===== src/rtl/satf_pkg.sv =====
// ----------------------------------------------------------------------------
// satf_pkg: shared types and constants of the set-associative tag store
// Sizes of the address, tag and set memories, the configuration register
// indexes, and the command/status bundles between controller and datapath.
// ----------------------------------------------------------------------------
package satf_pkg;

    // Geometry
    localparam int ADDR_BITS = 26;
    localparam int MAX_SETS  = 1024;
    localparam int MAX_WAYS  = 16;
    localparam int SET_W     = $clog2(MAX_SETS);
    localparam int WAY_W     = $clog2(MAX_WAYS);
    localparam int WCNT_W    = WAY_W + 1;
    localparam int OFF_MIN   = 4;
    localparam int IDX_MAX   = 10;
    localparam int TAG_W     = ADDR_BITS - OFF_MIN;
    localparam int SHIFT_W   = 5;

    // Stream words, padded to whole bytes
    localparam int IN_TDATA_W  = 32;
    localparam int OUT_TDATA_W = 8;

    // Configuration registers
    localparam int CFG_ADDR_W   = 2;
    localparam int CFG_DATA_W   = 5;
    localparam int IDX_BITS_W   = 4;
    localparam int OFF_BITS_W   = 3;

    localparam logic [IDX_BITS_W-1:0] IDX_BITS_RST = 4'd7;
    localparam logic [OFF_BITS_W-1:0] OFF_BITS_RST = 3'd5;
    localparam logic [WCNT_W-1:0]     WAY_CNT_RST  = 5'd4;

    typedef enum logic [CFG_ADDR_W-1:0] {
        CFG_INDEX_BITS  = 2'd0,
        CFG_OFFSET_BITS = 2'd1,
        CFG_WAY_COUNT   = 2'd2
    } cfg_reg_t;

    // Controller states
    typedef enum logic [1:0] {
        ST_CLEAR,
        ST_IDLE,
        ST_LOOKUP
    } state_t;

    // Per-set metadata row: valid bit per way and FIFO pointer
    typedef struct packed {
        logic [MAX_WAYS-1:0] valid;
        logic [WAY_W-1:0]    ptr;
    } meta_t;

    // Controller -> datapath
    typedef struct packed {
        logic clr_en;
        logic load;
        logic commit;
    } ctrl_cmd_t;

    // Datapath -> controller
    typedef struct packed {
        logic clr_done;
        logic out_free;
    } dp_sts_t;

endpackage


===== src/rtl/satf_ctrl.sv =====
// ----------------------------------------------------------------------------
// satf_ctrl: sequencer of the tag store
// Runs the metadata clearing sweep after reset, then steps each word through
// a read step and a compare/write-back step that waits for the output register.
// ----------------------------------------------------------------------------
module satf_ctrl (
    input  logic                  clk,
    input  logic                  rst_n,
    input  logic                  in_valid,
    output logic                  in_ready,
    input  satf_pkg::dp_sts_t     sts,
    output satf_pkg::ctrl_cmd_t   cmd
);

    satf_pkg::state_t state_reg;
    satf_pkg::state_t state_next;

    // State register
    always_ff @(posedge clk or negedge rst_n)
    begin
        if (!rst_n)
        begin
            state_reg <= satf_pkg::ST_CLEAR;
        end
        else
        begin
            state_reg <= state_next;
        end
    end

    // Next state and commands
    always_comb
    begin
        state_next = state_reg;
        cmd        = '0;
        in_ready   = 1'b0;
        case (state_reg)
            satf_pkg::ST_CLEAR:
            begin
                cmd.clr_en = 1'b1;
                if (sts.clr_done)
                begin
                    state_next = satf_pkg::ST_IDLE;
                end
            end
            satf_pkg::ST_IDLE:
            begin
                in_ready = 1'b1;
                if (in_valid)
                begin
                    cmd.load   = 1'b1;
                    state_next = satf_pkg::ST_LOOKUP;
                end
            end
            satf_pkg::ST_LOOKUP:
            begin
                // finish only when the output register can take the result
                if (sts.out_free)
                begin
                    cmd.commit = 1'b1;
                    state_next = satf_pkg::ST_IDLE;
                end
            end
            default:
            begin
                state_next = satf_pkg::ST_CLEAR;
            end
        endcase
    end

endmodule


===== config.mk =====
export PLATFORM = sky130hd
export DESIGN_NAME = satf_ctrl
export DESIGN_NICKNAME = d
export VERILOG_FILES = /design/src/rtl/satf_pkg.sv /design/src/rtl/satf_ctrl.sv
export SDC_FILE = /design/constraint.sdc
export NUM_CORES = 1
export LEC_CHECK = 0
export BUFFER_PORTS_ARGS = -buffer_cell sky130_fd_sc_hd__buf_2
export CORE_AREA = 2 2 39 41
export DETAILED_ROUTE_END_ITERATION = 8
export DIE_AREA = 0 0 41 43
export SYNTH_ARGS = -nofsm -noshare
export SYNTH_HDL_FRONTEND = slang
export SYNTH_SLANG_ARGS = --single-unit

===== constraint.sdc =====
create_clock -name clk -period 2.2 [get_ports clk]
set_input_delay 0.22 -clock clk [delete_from_list [all_inputs] [get_ports clk]]
set_output_delay 0.22 -clock clk [all_outputs]
set_load 0.01 [all_outputs]

==> results of run 1 <==
## cell type report
class                      instances  share of cell area [%]
multi-input combinational          9                    29.5
sequential                         2                    24.1
timing repair buffer               9                    24.1
clock buffer                       3                    10.8
tap                               16                    9.64
inverter                           1                    1.81
## what timing repair did
item	in CTS	in global routing
hold buffers	1	0
buffers inserted	0	0
hold endpoints to repair	2	0
## Yosys cell counts
master	n	share of area (%)
and2b_2	1	7.6
and3b_1	1	7.6
dfrtp_1	2	43
inv_1	1	3.3
mux2i_1	1	8.7
nand2_1	1	3.3
nor2_1	2	6.5
nor3b_1	1	6.5
o2bb2ai_1	1	7.6
or2_1	1	5.4
## layer usage
metal  GRT usage, %  vias to the layer above  share of wire, %
li1               -                       65                 -
met1           4.47                       51                47
met2           4.69                        7                40
met3           5.76                        0                12
met4           6.00                        0                 0
met5              0                        -                 0
## worst max-delay path, cell delays in order, from the launching register on
cell     delay, ns
dfrtp_1       0.41
and2b_2       0.25
buf_2         0.14
## metrics by stage
step | setup slack, ns | cells | power [W] | instance area (sq um)
finish | 0.963 | 40 | 0.000262 | 208
global route | 0.893 | 40 | 0.000295 | 208
CTS | 0.945 | 40 | 0.000272 | 208
detailed placement | 1.19 | 36 | 0.000185 | 175
global placement | 1.20 | 36 | 0.000182 | 175
floorplan | 1.24 | 12 | 0.000139 | 115
## power by group
part / switching [W] / total (W) / internal, W
clock: 0.0000195 / 0.0000796 / 0.0000601
sequential: 0.0000253 / 0.0000796 / 0.0000543
combinational: 0.0000463 / 0.000103 / 0.0000569
## worst paths after layout
path | startpoint | endpoint | slack [ns] | cells past startpoint
max in group asynchronous | rst_n | state_reg[0]$_DFFE_PN0P_ | 1.79 | 2
worst max-delay path | state_reg[1]$_DFFE_PN0P_ | in_ready | 0.96 | 2
min in group asynchronous | rst_n | state_reg[1]$_DFFE_PN0P_ | 0.31 | 2
worst min-delay path | in_valid | state_reg[0]$_DFFE_PN0P_ | 0.28 | 3
worst max register to register | state_reg[0]$_DFFE_PN0P_ | state_reg[1]$_DFFE_PN0P_ | 1.24 | 2
worst min register to register | state_reg[0]$_DFFE_PN0P_ | state_reg[0]$_DFFE_PN0P_ | 0.54 | 1
## cell families after synthesis
| family | count (synthesis) | synth area share, % |
|---|---|---|
| simple gates | 7 | 37.0 |
| flops | 2 | 43.5 |
| compound gates | 1 | 7.61 |
| mux | 1 | 8.70 |
| buf+inv | 1 | 3.26 |
## placed cells by master (no fill, tap or decap), types with 2 or more instances in the layout
master    netlist  layout
buf_2           0       8
clkbuf_4        0       3
nor2_1          2       2
dfrtp_1         2       2
==> summary.txt, run 1 <==
Drt
  – DRC viols: 0
  – DR iter-0 viols: 5
  – Wirelength, routed: around 310 um
  – DRT Pass-1 Iters: 2
  – Vias per inst: around 3.1
  – Via count: 123
  – Antenna Nets Post-Route: 0
  – WL per Instance: 7.65 um

Final layout
  – # nets final: 31
  – Ant. Diodes: 0
  – Layout cells sized above 1: roughly 50%
  – Post-layout util: 15.0%
  – Filler cells: 160
  – FF+latch area: between 50 and 60 sq um
  – Max reg flops: 2
  – Area of the multi-input gates: 61.3 sq um
  – Area grow syn2layout: 80.4%

Critical path
  – Crit path arrival time: 1.02 ns
  – Worst-path fanout max: 6
  – CP startpoint kind: flop
  – Setup CP Type: flop to output pin
  – WP data required: 1.98 ns
  – Critical Path End Type: output pin

Global routing
  – Largest net degree at the start of global routing: 7
  – Vias in the first global route: 114
  – Aggregate global-route resource usage: 4.91%
  – First-pass GRT wire length: 469 um
  – Initial antenna violation count: 0
  – Total gr overflow: 0

Floorplanning
  – Core area: between 0.001 and 0.0015 sq mm
  – Die Ht: 43 um
  – Die width: 41 um
  – Row Count: 14
  – DIE AREA: 0.00176 sq mm
  – Initial Util: 8.32%
  – I/O Pins: 9

Clocking
  – Clock sinks: 2
  – CTS root buffer: clkbuf_4
  – Count of cells resized by post-cts repair: 0
  – Clk slew on worst S/H paths: 0.03 ns
  – CTS HTree Levels: 1
  – Max clock buf depth: 2
  – CTS Buf Count: 3
  – TritonCTS clock tree: done
  – Worst-Skew Late Latency: 0.22 ns

Placed design
  – Count of input and output buffers: 8
  – GP Congestion: 0.489

Timing
  – Setup total negative slack: 0 ns
  – Transition time of the tightest slew-check pin: 0.174 ns
  – RSZ-0062 raised after global routing: no
  – Slew margin rel.: 88.4%
  – Pins Over Slew Limit: 0
  – Part of the cycle the worst path needs: a little under three fifths
  – Clock skew: 0.00316 ns
  – Minimum clock period: 1.24 ns
  – Hold Slack: 0.282 ns
  – Fmax: 809 MHz
  – Final setup viols: 0
  – Final Hold Violating Endpoints: 0

Synthesis
  – Synth Warn #: 0
  – Syn_area_per_cell: around 9.6 sq um
  – Synth cell types: 10
  – Sequential area share after synthesis: between 40% and 50%
  – Mapped Cells: 12
  – Netlist Area Pre-Place: 115 sq um
  – Synthesized flop and latch total: 2
  – Post-synth net total: 17

Run status
  – Status: finished, final reports clean

Power and ir drop
  – Peak supply drop: 0.170 mV
  – Power Density: ~1300 mW/mm^2
  – P_leak: 0.110 nW

Hold path
  – HP Class: primary input to flop

Job
  – Max-capacitance violation count: 0
Power figures use the tool's default switching activity.
==> run 2: changes to the inputs <==
==> constraint.sdc (replaced) <==
create_clock -name clk -period 1.3 [get_ports clk]
set_input_delay 0.13 -clock clk [delete_from_list [all_inputs] [get_ports clk]]
set_output_delay 0.13 -clock clk [all_outputs]
set_load 0.01 [all_outputs]
==> summary.txt, run 2 (synthesis gave the netlist of run 1 again) <==
Critical path
  – CP startpoint kind: flop
  – Worst-path fanout max: 6 (unchanged)
  – R2R Path Start: state_reg[0]$_DFFE_PN0P_
  – Reg2reg end: state_reg[1]$_DFFE_PN0P_
  – Critical Path End Type: output pin
  – Setup CP Type: flop to output pin
  – Reg-to-reg slack, setup: 0.32 ns (-0.92 ns)
  – R2r worst-path depth: 2 (unchanged)
  – Crit path arrival time: 1.02 ns (about the same)
  – WP data required: 1.17 ns (-0.81 ns)

Timing
  – Slew margin rel.: 88.3% (-0.11 points)
  – Final Hold Violating Endpoints: 0 (unchanged)
  – Fmax: 868 MHz
  – Minimum clock period: ~1.2 ns
  – Clock skew: 0.00531 ns (+0.00215 ns)
  – Part of the cycle the worst path needs: 88.6%
  – Pins Over Slew Limit: 0 (unchanged)
  – Transition time of the tightest slew-check pin: 0.176 ns (+0.00172 ns)
  – RSZ-0062 raised after global routing: no
  – Final setup viols: 0 (unchanged)
  – Setup total negative slack: 0 ns (unchanged)

Global routing
  – Aggregate global-route resource usage: 4.81% (-0.10 points)
  – Initial antenna violation count: 0 (unchanged)
  – Total gr overflow: 0 (unchanged)
  – Largest net degree at the start of global routing: 7 (unchanged)
  – First-pass GRT wire length: 455 um (-3.0%)
  – Vias in the first global route: 113 (-0.88%)

Drt
  – Vias per inst: 3.00 (-2.4%)
  – Via count: 120 (-2.4%)
  – Wirelength, routed: 304 um (-0.65%)
  – DRC viols: 0 (unchanged)
  – WL per Instance: 7.60 um (-0.65%)
  – Antenna Nets Post-Route: 0 (unchanged)
  – DRT Pass-1 Iters: 1 (-1)
  – DR iter-0 viols: 0 (-5)

Clocking
  – TritonCTS clock tree: done
  – CTS Buf Count: 3 (unchanged)
  – Clk slew on worst S/H paths: 0.03 ns (about the same)
  – CTS root buffer: clkbuf_4
  – CTS HTree Levels: 1 (unchanged)
  – Worst-Skew Late Latency: 0.23 ns (about the same)
  – Max clock buf depth: 2 (unchanged)
  – Clock sinks: 2 (unchanged)

Final layout
  – Commonest cells after routing, fill and taps aside: buf_2 (8), clkbuf_4 (3), nor2_1 (2), dfrtp_1 (2)
  – Ant. Diodes: 0 (unchanged)
  – Filler cells: 157 (-1.9%)
  – Max reg flops: 2 (unchanged)
  – Post-layout util: 15.0% (unchanged)
  – Area grow syn2layout: 80.4% (unchanged)
  – # nets final: 31 (unchanged)
  – Commonest non-fill, non-tap cell in the layout: buf_2
  – Layout cells sized above 1: 50.0% (unchanged)

Floorplanning
  – DIE AREA: 0.00176 sq mm (unchanged)
  – Row Count: 14 (unchanged)
  – I/O Pins: 9 (unchanged)
  – Core area: 0.00138 sq mm (unchanged)
  – Initial Util: 8.32% (unchanged)
  – Die Ht: 43 um (unchanged)
  – Die width: 41 um (unchanged)

Hold path
  – Worst hold start: in_valid
  – Worst Hold End: state_reg[0]$_DFFE_PN0P_
  – Hold depth: 3 (unchanged)
  – HP Class: primary input to flop

Placed design
  – Count of input and output buffers: 8 (unchanged)
  – Detail Placement HPWL: 222 um
  – GP Congestion: 0.491 (+0.47%)

Power and ir drop
  – P_leak: 0.110 nW (unchanged)
  – Power Density: 2170 mW/mm^2 (+71%)
  – Peak supply drop: 0.283 mV (+67%)

Job
  – Max-capacitance violation count: 0 (unchanged)

Run status
  – Status: finished, final reports clean
==> run 2: cell counts in the layout (fill, tap and decap cells not counted) <==
No cell type changed its count.
==> run 2: worst max-delay path by stage <==
stage	from	to	slack [ns]	depth (start not counted)
CTS	state_reg[1]$_DFFE_PN0P_	in_ready	0.13	2
global route	state_reg[1]$_DFFE_PN0P_	in_ready	0.08	2
floorplan	state_reg[0]$_DFFE_PN0P_	state_reg[1]$_DFFE_PN0P_	0.34	2
detailed placement	state_reg[0]$_DFFE_PN0P_	state_reg[1]$_DFFE_PN0P_	0.34	2
global placement	state_reg[1]$_DFFE_PN0P_	state_reg[1]$_DFFE_PN0P_	0.34	2
finish	state_reg[1]$_DFFE_PN0P_	in_ready	0.15	2
==> run 2: timing repair <==
action                                 4_1_cts  5_1_grt
gates resized for setup                      0        0
buffers inserted                             0        0
hold buffers                                 1        0
endpoints found under the hold margin        2        0
==> run 2: final cells by class <==
| cell class | instances | area [sq um] | share of cell area, % |
|---|---|---|---|
| repair buffers | 9 | 50.0 | 24.1 |
| multi-input cells | 9 | 61.3 | 29.5 |
| clock buffers | 3 | 22.5 | 10.8 |
| flip-flops and latches | 2 | 50.0 | 24.1 |
| well taps | 16 | 20.0 | 9.64 |
| inverters | 1 | 3.75 | 1.81 |
==> run 2: worst max-delay path, stage by stage, from the launching register on <==
cell and delay (ns):
dfrtp_1 0.41, and2b_2 0.25, buf_2 0.14
==> run 2: per-layer routing <==
layer  global-route usage, %  part of all wire (%)  vias to the layer above
li1                        -                     -                       65
met1                    4.47                    51                       48
met2                    5.00                    38                        7
met3                    4.71                    12                        0
met4                    6.00                     0                        0
met5                       0                     0                        -
==> run 2: report_power, final <==
group,internal [W],leakage (nW),switching (W)
registers,0.0000919,0.0252,0.0000425
clock network,0.000102,0.0138,0.0000366
logic,0.0000964,0.0710,0.0000804
==> run 2: per-stage QoR <==
stage	hold WS, ns	instances	cell area (sq um)	setup slack (ns)	power [W]
2_1_floorplan	-0.166	12	115	0.339	0.000235
3_3_place_gp	-0.0821	36	175	0.341	0.000311
3_5_place_dp	-0.0816	36	175	0.343	0.000310
4_1_cts	0.176	40	208	0.133	0.000464
5_1_grt	0.205	40	208	0.0754	0.000495
6_report	0.188	40	208	0.148	0.000450
